===== config.mk =====
export PLATFORM = sky130hd
export DESIGN_NAME = archive_record_deframer_top
export DESIGN_NICKNAME = d
export VERILOG_FILES = /design/src/ard_pkg.sv /design/src/ard_path_check.sv /design/src/archive_record_deframer_top.sv
export SDC_FILE = /design/constraint.sdc
export NUM_CORES = 1
export LEC_CHECK = 0
export CAP_MARGIN = 20
export CORE_MARGIN = 4
export CORE_UTILIZATION = 30
export DETAILED_ROUTE_END_ITERATION = 8
export DONT_BUFFER_PORTS = 1
export GPL_TIMING_DRIVEN = 0
export HOLD_SLACK_MARGIN = 0.06
export RECOVER_POWER = 50
export SLEW_MARGIN = 25
export SYNTH_ARGS = -nofsm -noshare
export SYNTH_HDL_FRONTEND = slang
export SYNTH_SLANG_ARGS = --single-unit

===== constraint.sdc =====
create_clock -name clk -period 11.71 [get_ports clk]
set_input_delay 2.342 -clock clk [delete_from_list [all_inputs] [get_ports clk]]
set_output_delay 2.342 -clock clk [all_outputs]
set_load 0.1 [all_outputs]

===== src/ard_pkg.sv =====
// shared types and constants for the archive record deframer
package ard_pkg;

	localparam int unsigned BYTE_W     = 8;
	localparam int unsigned PATH_W     = 16;
	localparam int unsigned CLEN_W     = 64;
	localparam int unsigned REM_W      = 41;
	localparam int unsigned CNT_W      = 64;
	localparam int unsigned HCNT_W     = 3;
	localparam int unsigned CLEN_BYTES = 8;
	localparam int unsigned CFG_IDX_W  = 2;

	localparam logic [CLEN_W-1:0] CONTENT_LIMIT = CLEN_W'(1) << 40;
	localparam logic [CLEN_W-1:0] DIR_MARKER_RST = '1;
	localparam logic [PATH_W-1:0] MAX_PATH_RST = PATH_W'(1024);
	localparam logic [HCNT_W-1:0] HCNT_LAST = HCNT_W'(CLEN_BYTES - 1);
	localparam logic [1:0]        COMP_MAX = 2'd3;

	localparam logic [BYTE_W-1:0] CH_SLASH  = 8'h2F;
	localparam logic [BYTE_W-1:0] CH_BSLASH = 8'h5C;
	localparam logic [BYTE_W-1:0] CH_DOT    = 8'h2E;
	localparam logic [BYTE_W-1:0] CH_COLON  = 8'h3A;
	localparam logic [BYTE_W-1:0] CH_CASE   = 8'h20;
	localparam logic [BYTE_W-1:0] CH_LOW_A  = 8'h61;
	localparam logic [BYTE_W-1:0] CH_LOW_Z  = 8'h7A;
	localparam logic [BYTE_W-1:0] CH_SPACE  = 8'd32;
	localparam logic [BYTE_W-1:0] CH_DEL    = 8'd127;

	localparam logic [CFG_IDX_W-1:0] CFG_DIR_MARKER = 2'd0;
	localparam logic [CFG_IDX_W-1:0] CFG_MAX_PATH   = 2'd1;
	localparam logic [CFG_IDX_W-1:0] CFG_STOP       = 2'd2;

	typedef enum logic [1:0] {
		KIND_IGNORED,
		KIND_HEADER,
		KIND_PATH,
		KIND_CONTENT
	} kind_t;

	typedef enum logic [2:0] {
		ST_OK,
		ST_END,
		ST_PATH_LONG,
		ST_UNSAFE,
		ST_TOO_LARGE,
		ST_STOPPED
	} status_t;

	typedef struct packed {
		logic [PATH_W-1:0] pos;
		logic              first_letter;
		logic [1:0]        comp_len;
		logic              all_dots;
	} path_state_t;

	typedef struct packed {
		path_state_t nxt;
		logic        bad;
		logic        last;
	} path_result_t;

	localparam path_state_t PATH_STATE_INIT = '{
		pos: '0, first_letter: 1'b0, comp_len: 2'd0, all_dots: 1'b1
	};

endpackage


===== src/ard_path_check.sv =====
// path safety check for one path byte, with next component state
module ard_path_check (
	input  ard_pkg::path_state_t         cur,
	input  logic [ard_pkg::BYTE_W-1:0]   data_byte,
	input  logic [ard_pkg::PATH_W-1:0]   path_length,
	output ard_pkg::path_result_t        res
);

	logic                        sep;
	logic                        is_letter;
	logic                        dot_only;
	logic                        bad;
	logic [ard_pkg::BYTE_W-1:0]  low;

	assign sep       = (data_byte == ard_pkg::CH_SLASH) || (data_byte == ard_pkg::CH_BSLASH);
	assign low       = data_byte | ard_pkg::CH_CASE;
	assign is_letter = (low >= ard_pkg::CH_LOW_A) && (low <= ard_pkg::CH_LOW_Z);
	assign dot_only  = cur.all_dots && ((cur.comp_len == 2'd1) || (cur.comp_len == 2'd2));

	always_comb begin
		res.nxt = cur;
		bad = 1'b0;
		if (cur.pos == '0) begin
			bad = sep;
			res.nxt.first_letter = is_letter;
		end
		// drive letter only counts when more bytes follow the colon
		if ((cur.pos == ard_pkg::PATH_W'(1)) && cur.first_letter
				&& (data_byte == ard_pkg::CH_COLON) && (path_length > ard_pkg::PATH_W'(2))) begin
			bad = 1'b1;
		end
		if (sep) begin
			if ((cur.comp_len == 2'd0) || dot_only)
				bad = 1'b1;
			res.nxt.comp_len = 2'd0;
			res.nxt.all_dots = 1'b1;
		end else begin
			if ((data_byte < ard_pkg::CH_SPACE) || (data_byte == ard_pkg::CH_DEL))
				bad = 1'b1;
			if (cur.comp_len != ard_pkg::COMP_MAX)
				res.nxt.comp_len = cur.comp_len + 2'd1;
			if (data_byte != ard_pkg::CH_DOT)
				res.nxt.all_dots = 1'b0;
		end
		res.nxt.pos = cur.pos + ard_pkg::PATH_W'(1);
		res.last = (res.nxt.pos == path_length);
		if (res.last && res.nxt.all_dots
				&& ((res.nxt.comp_len == 2'd1) || (res.nxt.comp_len == 2'd2))) begin
			bad = 1'b1;
		end
		res.bad = bad;
	end

endmodule


===== src/archive_record_deframer_top.sv =====
// archive record deframer: byte tagging, path checking and record counting
// Takes one archive byte per clock while in_stall is low and returns one tagged
// word per byte through an input register, then a result register. Every byte
// is handled in a single pass through the record state, so a new word can be
// accepted on every clock; in_stall rises only when a finished result sits
// in the result register and the consumer stalls. After a non-zero status the
// block keeps taking words and tags them as ignored until reset. The
// configuration port is always ready and must only be written while idle.
module archive_record_deframer_top (
	input  logic                           clk,
	input  logic                           arst_n,
	input  logic                           in_valid,
	output logic                           in_stall,
	input  logic [ard_pkg::BYTE_W-1:0]     data_byte,
	output logic                           out_valid,
	input  logic                           out_stall,
	output logic [1:0]                     byte_kind,
	output logic [ard_pkg::BYTE_W-1:0]     byte_value,
	output logic                           record_done,
	output logic                           record_is_directory,
	output logic [2:0]                     status,
	output logic [ard_pkg::CNT_W-1:0]      files_written,
	output logic [ard_pkg::CNT_W-1:0]      folders_created,
	output logic [ard_pkg::CNT_W-1:0]      bytes_written,
	input  logic                           cfg_valid,
	output logic                           cfg_ready,
	input  logic [ard_pkg::CFG_IDX_W-1:0]  cfg_index,
	input  logic [ard_pkg::CLEN_W-1:0]     cfg_data
);

	typedef enum logic [1:0] {
		S_PLEN,
		S_PATH,
		S_CLEN,
		S_DATA
	} stage_t;

	// pipeline
	logic                         valid_s1;
	logic [ard_pkg::BYTE_W-1:0]   data_s1;
	logic                         valid_s2;
	ard_pkg::kind_t               kind_s2;
	logic [ard_pkg::BYTE_W-1:0]   value_s2;
	logic                         done_s2;
	logic                         dir_s2;
	logic                         advance;
	logic                         take;

	// configuration
	logic [ard_pkg::CLEN_W-1:0]   dir_marker_q;
	logic [ard_pkg::PATH_W-1:0]   max_path_q;
	logic                         stop_q;

	// record state
	stage_t                       stage_q, stage_d;
	logic [ard_pkg::HCNT_W-1:0]   hcnt_q, hcnt_d;
	logic [ard_pkg::PATH_W-1:0]   path_len_q, path_len_d;
	ard_pkg::path_state_t         pst_q, pst_d;
	logic [ard_pkg::CLEN_W-1:0]   clen_q, clen_d;
	logic [ard_pkg::REM_W-1:0]    rem_q, rem_d;
	ard_pkg::status_t             sticky_q, sticky_d;
	logic [ard_pkg::CNT_W-1:0]    file_cnt_q, file_cnt_d;
	logic [ard_pkg::CNT_W-1:0]    folder_cnt_q, folder_cnt_d;
	logic [ard_pkg::CNT_W-1:0]    byte_cnt_q, byte_cnt_d;

	ard_pkg::kind_t               kind_d;
	logic                         done_d;
	logic                         dir_d;
	logic                         clear_rec;
	logic [ard_pkg::PATH_W-1:0]   plen_full;
	logic [ard_pkg::CLEN_W-1:0]   clen_new;
	ard_pkg::path_result_t        pres;

	assign advance   = !valid_s2 || !out_stall;
	assign take      = valid_s1 && advance;
	assign in_stall  = valid_s1 && !advance;
	assign cfg_ready = 1'b1;

	assign plen_full = {data_s1, path_len_q[ard_pkg::BYTE_W-1:0]};
	assign clen_new  = {data_s1, clen_q[ard_pkg::CLEN_W-1:ard_pkg::BYTE_W]};

	ard_path_check u_path_check (
		.cur         (pst_q),
		.data_byte   (data_s1),
		.path_length (path_len_q),
		.res         (pres)
	);

	always_comb begin
		stage_d      = stage_q;
		hcnt_d       = hcnt_q;
		path_len_d   = path_len_q;
		pst_d        = pst_q;
		clen_d       = clen_q;
		rem_d        = rem_q;
		sticky_d     = sticky_q;
		file_cnt_d   = file_cnt_q;
		folder_cnt_d = folder_cnt_q;
		byte_cnt_d   = byte_cnt_q;
		kind_d       = ard_pkg::KIND_IGNORED;
		done_d       = 1'b0;
		dir_d        = 1'b0;
		clear_rec    = 1'b0;
		if (sticky_q == ard_pkg::ST_OK) begin
			unique case (stage_q)
				S_PLEN: begin
					kind_d = ard_pkg::KIND_HEADER;
					if (hcnt_q == '0) begin
						path_len_d = {{ard_pkg::BYTE_W{1'b0}}, data_s1};
						hcnt_d = ard_pkg::HCNT_W'(1);
					end else begin
						path_len_d = plen_full;
						hcnt_d = '0;
						if (plen_full == '0) begin
							sticky_d = ard_pkg::ST_END;
						end else if (plen_full > max_path_q) begin
							sticky_d = ard_pkg::ST_PATH_LONG;
						end else begin
							stage_d = S_PATH;
							pst_d = ard_pkg::PATH_STATE_INIT;
						end
					end
				end
				S_PATH: begin
					kind_d = ard_pkg::KIND_PATH;
					pst_d = pres.nxt;
					if (pres.bad) begin
						sticky_d = ard_pkg::ST_UNSAFE;
					end else if (pres.last) begin
						stage_d = S_CLEN;
						hcnt_d = '0;
						clen_d = '0;
					end
				end
				S_CLEN: begin
					kind_d = ard_pkg::KIND_HEADER;
					clen_d = clen_new;
					hcnt_d = hcnt_q + ard_pkg::HCNT_W'(1);
					if (hcnt_q == ard_pkg::HCNT_LAST) begin
						// marker is tested before the size limit
						if (clen_new == dir_marker_q) begin
							folder_cnt_d = folder_cnt_q + ard_pkg::CNT_W'(1);
							done_d = 1'b1;
							dir_d = 1'b1;
							clear_rec = 1'b1;
						end else if (clen_new > ard_pkg::CONTENT_LIMIT) begin
							sticky_d = ard_pkg::ST_TOO_LARGE;
						end else if (clen_new == '0) begin
							done_d = 1'b1;
							file_cnt_d = file_cnt_q + ard_pkg::CNT_W'(1);
							if (stop_q)
								sticky_d = ard_pkg::ST_STOPPED;
							else
								clear_rec = 1'b1;
						end else begin
							rem_d = clen_new[ard_pkg::REM_W-1:0];
							stage_d = S_DATA;
						end
					end
				end
				S_DATA: begin
					kind_d = ard_pkg::KIND_CONTENT;
					byte_cnt_d = byte_cnt_q + ard_pkg::CNT_W'(1);
					rem_d = rem_q - ard_pkg::REM_W'(1);
					if (rem_d == '0) begin
						done_d = 1'b1;
						file_cnt_d = file_cnt_q + ard_pkg::CNT_W'(1);
						if (stop_q)
							sticky_d = ard_pkg::ST_STOPPED;
						else
							clear_rec = 1'b1;
					end
				end
			endcase
		end
		if (clear_rec) begin
			stage_d    = S_PLEN;
			hcnt_d     = '0;
			path_len_d = '0;
			pst_d      = ard_pkg::PATH_STATE_INIT;
			clen_d     = '0;
			rem_d      = '0;
		end
	end

	always_ff @(posedge clk or negedge arst_n) begin
		if (!arst_n) begin
			valid_s1     <= 1'b0;
			data_s1      <= '0;
			valid_s2     <= 1'b0;
			kind_s2      <= ard_pkg::KIND_IGNORED;
			value_s2     <= '0;
			done_s2      <= 1'b0;
			dir_s2       <= 1'b0;
			dir_marker_q <= ard_pkg::DIR_MARKER_RST;
			max_path_q   <= ard_pkg::MAX_PATH_RST;
			stop_q       <= 1'b0;
			stage_q      <= S_PLEN;
			hcnt_q       <= '0;
			path_len_q   <= '0;
			pst_q        <= ard_pkg::PATH_STATE_INIT;
			clen_q       <= '0;
			rem_q        <= '0;
			sticky_q     <= ard_pkg::ST_OK;
			file_cnt_q   <= '0;
			folder_cnt_q <= '0;
			byte_cnt_q   <= '0;
		end else begin
			if (cfg_valid) begin
				case (cfg_index)
					ard_pkg::CFG_DIR_MARKER: dir_marker_q <= cfg_data;
					ard_pkg::CFG_MAX_PATH:   max_path_q <= cfg_data[ard_pkg::PATH_W-1:0];
					ard_pkg::CFG_STOP:       stop_q <= cfg_data[0];
					default: ;
				endcase
			end
			if (!in_stall) begin
				valid_s1 <= in_valid;
				if (in_valid)
					data_s1 <= data_byte;
			end
			if (advance)
				valid_s2 <= valid_s1;
			if (take) begin
				kind_s2      <= kind_d;
				value_s2     <= data_s1;
				done_s2      <= done_d;
				dir_s2       <= dir_d;
				stage_q      <= stage_d;
				hcnt_q       <= hcnt_d;
				path_len_q   <= path_len_d;
				pst_q        <= pst_d;
				clen_q       <= clen_d;
				rem_q        <= rem_d;
				sticky_q     <= sticky_d;
				file_cnt_q   <= file_cnt_d;
				folder_cnt_q <= folder_cnt_d;
				byte_cnt_q   <= byte_cnt_d;
			end
		end
	end

	assign out_valid           = valid_s2;
	assign byte_kind           = kind_s2;
	assign byte_value          = value_s2;
	assign record_done         = done_s2;
	assign record_is_directory = dir_s2;
	assign status              = sticky_q;
	assign files_written       = file_cnt_q;
	assign folders_created     = folder_cnt_q;
	assign bytes_written       = byte_cnt_q;

	a_dir_is_done: assert property (@(posedge clk) disable iff (!arst_n)
		out_valid && record_is_directory |-> record_done && (byte_kind == ard_pkg::KIND_HEADER))
		else $error("directory flag without a completed header word");

	a_status_sticky: assert property (@(posedge clk) disable iff (!arst_n)
		(sticky_q != ard_pkg::ST_OK) |=> (sticky_q == $past(sticky_q)))
		else $error("sticky status changed");

	a_counts_hold: assert property (@(posedge clk) disable iff (!arst_n)
		(sticky_q != ard_pkg::ST_OK) |=> $stable(file_cnt_q) && $stable(folder_cnt_q)
			&& $stable(byte_cnt_q))
		else $error("counter moved after a sticky status");

	a_stall_cause: assert property (@(posedge clk) disable iff (!arst_n)
		in_stall |-> valid_s1 && valid_s2 && out_stall)
		else $error("input stalled without a blocked result");

	a_ignored_after_stop: assert property (@(posedge clk) disable iff (!arst_n)
		take && (sticky_q != ard_pkg::ST_OK) |=> (kind_s2 == ard_pkg::KIND_IGNORED) && !done_s2)
		else $error("word tagged after a sticky status");

endmodule


==> reports/results.txt <==
The die covers 0.0802 mm2. The critical path is of the input pin to flop type. Adding up every negative setup slack in the final design gives 0 ps.

The top cell type by area accounts for 40.8% of the synthesized area. The logs give 0 for the remaining antenna violation count and 30.4% for the effective utilization at floorplan. The most used flip-flop cell after synthesis is sky130_fd_sc_hd__dfrtp_1.

The maximum number of pins on one net before global-route repair was 437. The biggest area contributor in the post-synthesis netlist is sky130_fd_sc_hd__dfrtp_1. In this run the cell area of the synthesized design comes to 0.0227 mm2. In this run the worst hold path is classified as flop to flop. The analysis attributes to cell leakage a power of 10.6 nW. The H-tree was split into 2 levels.

For this run, the total global-route usage over all layers was measured as 17.8%. The time the final worst path needs with I/O delays and setup was 6290 ps. Port buffering added 0 buffers.

The utilization after layout came out at 34.6%. Global routing finished with a remaining overflow of 0. At the pin with the least slew margin, the transition time is 1450 ps. Counting the fill cells in the layout gives 7,419. Die extent in x: 283 um. The library cells used most frequently in the layout, excluding fill and tap cells, are sky130_fd_sc_hd__dfrtp_1, sky130_fd_sc_hd__xnor2_1, sky130_fd_sc_hd__nand2_1. The number of antenna violations at the first check in global routing came out at 0.

STA classifies the critical path startpoint as an input pin. Final number of max-transition violations: 0. The final hold violation count was 0; the power density over the cells was 152 mW/mm2.

Summing over every cut layer, the via total after detailed routing is 18,198. Across the run, the number of max-cap violations was 0. Summing the sequential cell areas from Yosys gives 48.4% of the chip area. Yosys mapped the design onto 84 distinct sky130hd cell types.

Synthesis produced a netlist whose cell count is 2,208. Setup repair after global routing left no endpoint under its margin. For this run, design rule violations remaining after detail routing come to 0. The core region is 0.0747 mm2.

Headroom to the max-slew limit came out at 3.15%. The proportion of layout cells with a drive suffix above 1 works out to 13.0%. TritonCTS built the clock tree. In the final design database the tool counted 2,377 nets. For the number of buffers between clock root and the deepest sink, the log shows 3. The library cell used most frequently in the layout, excluding fill and tap cells, is sky130_fd_sc_hd__dfrtp_1.

Synthesis produced a netlist with a net count of 2,321. In this run the count of I/O pins placed on the die edge is 289. The number of enable flip-flop cells after synthesis is 0.

Relative to the synthesized area, the layout overhead comes to 13.7%. Wires add up to 74.2 mm. The per-cell via count in the routed design works out to 5.55. The critical path arrival is 6720 ps, and the routed wire length per instance is 22.6 um. The wire-length estimate of the detail-placed layout is 55.0 mm. In the synthesized netlist the async set-or-reset flop fraction comes to 100%. The last weighted congestion value of the routability-driven placer came out at 0.970. The number of setup buffers added after CTS is 0. The logs give 51 for the number of buffers added by the clock tree synthesis step and 12,140 ps for the endpoint required time on the critical path.

The via count of the first global-routing pass is 18,128. The run finished with clean final reports. The first global-routing pass estimated 114 mm of wire. The cell sitting at the root of the clock tree is a sky130_fd_sc_hd__clkbuf_16.

On the final layout, the worst clock skew is 36.2 ps. Setup violations remaining at the end of the flow were counted as 0. The tree built by TritonCTS fans out to 436 sinks. The logs give 0 for the number of warnings printed during yosys synthesis and 0 for the hold buffer count at cts. The vertical extent of the die is 283 um. The clock insertion delay at the later pin of the skew report was 600 ps; the number of synthesized register bits was 436.

Along the worst path, the maximum fanout reaches 10. After the first detailed-routing iteration, the DRC count stood at 1,459. After clock tree synthesis, the clock-pin slew on the worst setup and hold paths is 60 ps. Yosys attributes the largest share of cell area to sky130_fd_sc_hd__dfrtp_1, sky130_fd_sc_hd__xnor2_1, sky130_fd_sc_hd__dfstp_2. The number of antenna diodes in the final layout is 0. The worst vdd rail ir drop was 0.000112 V; the number of detailed-route iterations in the first pass was 6. STA classifies the critical path endpoint as a flop. Timing would allow up to 159 MHz. The tools report the number of rows in the core area as 100. The run gives 0 as the number of cells upsized or downsized after cts. The final critical path takes up 53.7% of the cycle.

Average cell area after synthesis: 10.3 um2.
==> area by class of cell <==
class	count	area, um2	area share [%]
sequential	436	11000	42.6
inverter	71	267	1.03
clock buffer	63	1400	5.43
tap	969	1210	4.70
clock inverter	33	462	1.79
buffer	112	467	1.81
timing repair buffer	3	12.5	0.0485
multi-input combinational	1589	11000	42.6
==> power breakdown <==
part / internal, mW / total (mW) / leakage [nW] / switching (mW)
sequential: 1.62 / 1.84 / 5.44 / 0.220
clock: 1.06 / 1.76 / 0.897 / 0.697
combinational: 0.145 / 0.325 / 4.24 / 0.180
total: 2.82 / 3.92 / 10.6 / 1.10
==> critical path, cell delays in order <==
cell                       delay [ps]
sky130_fd_sc_hd__a21boi_0        1060
sky130_fd_sc_hd__nand2_1          660
sky130_fd_sc_hd__nor3_2           760
sky130_fd_sc_hd__and4_1           270
sky130_fd_sc_hd__clkbuf_1         290
sky130_fd_sc_hd__and3_1           210
sky130_fd_sc_hd__clkbuf_1         280
sky130_fd_sc_hd__clkbuf_1         460
sky130_fd_sc_hd__nand4_1          190
sky130_fd_sc_hd__xnor2_1          200
==> cell usage after synthesis (9+ instances only) <==
library cell,count
sky130_fd_sc_hd__xnor2_1,215
sky130_fd_sc_hd__inv_1,71
sky130_fd_sc_hd__buf_2,16
sky130_fd_sc_hd__o22ai_1,21
sky130_fd_sc_hd__a21oi_1,51
sky130_fd_sc_hd__nand4_1,97
sky130_fd_sc_hd__ha_1,34
sky130_fd_sc_hd__nor4_1,65
sky130_fd_sc_hd__nand3_1,147
sky130_fd_sc_hd__o211ai_1,17
sky130_fd_sc_hd__xor2_1,71
sky130_fd_sc_hd__or4_1,16
sky130_fd_sc_hd__nand2b_1,10
sky130_fd_sc_hd__o21ai_0,38
sky130_fd_sc_hd__nand3b_1,9
sky130_fd_sc_hd__dfrtp_1,370
sky130_fd_sc_hd__nand4b_1,9
sky130_fd_sc_hd__nor3_1,68
sky130_fd_sc_hd__a21o_1,9
sky130_fd_sc_hd__or3_1,19
sky130_fd_sc_hd__nor2_1,106
sky130_fd_sc_hd__nand2_1,178
sky130_fd_sc_hd__a31oi_1,11
sky130_fd_sc_hd__dfstp_2,66
sky130_fd_sc_hd__mux2_2,93
sky130_fd_sc_hd__a22o_1,62
sky130_fd_sc_hd__and2_1,9
sky130_fd_sc_hd__and4_1,26
sky130_fd_sc_hd__clkbuf_1,90
sky130_fd_sc_hd__and3_1,48
sky130_fd_sc_hd__mux2i_1,22
sky130_fd_sc_hd__nor2b_1,9
==> per-layer routing <==
| layer | share of wire [%] | global-route usage, % | up-vias |
|---|---|---|---|
| met3 | 8.4 | 4.79 | 153 |
| li1 | - | - | 8199 |
| met2 | 48 | 30.0 | 765 |
| met1 | 41 | 22.2 | 9081 |
| met5 | 0 | 0 | - |
| met4 | 3.4 | 5.87 | 0 |
==> kinds of logic (layout without fill, tap and decap cells) <==
group                    after synthesis  after routing  share of synthesized area, %
buffers and inverters                183            282                          3.23
multiplexers                         115            115                          5.58
flip-flops                           436            436                          48.4
AND/OR/NAND/NOR                      844            844                          19.9
XOR/XNOR                             286            286                          11.0
AO/OA/AOI/OAI                        309            309                          10.0
other                                  1              1                        0.0165
adder cells (fa/ha/maj)               34             34                          1.87
==> stage by stage <==
step | instance area [um2] | hold slack (ps) | power [mW] | std cells | setup slack, ps
after floorplan | 22700 | 473 | 2.07 | 2208 | 6290
after global placement | 23900 | 489 | 2.18 | 3177 | 4610
after detailed placement | 24000 | 494 | 2.19 | 3180 | 4920
after CTS | 25800 | 508 | 3.96 | 3276 | 5550
after global routing | 25800 | 524 | 4.07 | 3276 | 5070
final | 25800 | 510 | 3.92 | 3276 | 5420
==> path summary, 6_finish.rpt <==
path | from | end | slack [ps] | depth (start not counted)
setup / recovery | out_stall | folders_created[48]$_DFFE_PN0P_ | 5420 | 10
max in group asynchronous | arst_n | rem_q[16]$_DFFE_PN0P_ | 9300 | 0
setup reg to reg | rem_q[0]$_DFFE_PN0P_ | clen_q[27]$_DFFE_PN0P_ | 5920 | 14
hold / removal | max_path_q[15]$_DFFE_PN0P_ | max_path_q[15]$_DFFE_PN0P_ | 510 | 1
min in group asynchronous | arst_n | bytes_written[52]$_DFFE_PN0P_ | 1470 | 0
hold reg to reg | max_path_q[15]$_DFFE_PN0P_ | max_path_q[15]$_DFFE_PN0P_ | 510 | 1
==> flip-flops by register name, indices dropped and copies added (netlist names), 2 cells and up <==
| name | flops |
|---|---|
| clen_q | 56 |
| folders_created | 64 |
| stage_q | 2 |
| rem_q | 41 |
| path_len_q | 16 |
| byte_kind | 2 |
| dir_marker_q | 64 |
| data_s1 | 8 |
| bytes_written | 64 |
| byte_value | 8 |
| files_written | 64 |
| pst_q | 20 |
| max_path_q | 16 |
| hcnt_q | 3 |
| status | 3 |
(Power assumes the default switching activity.)
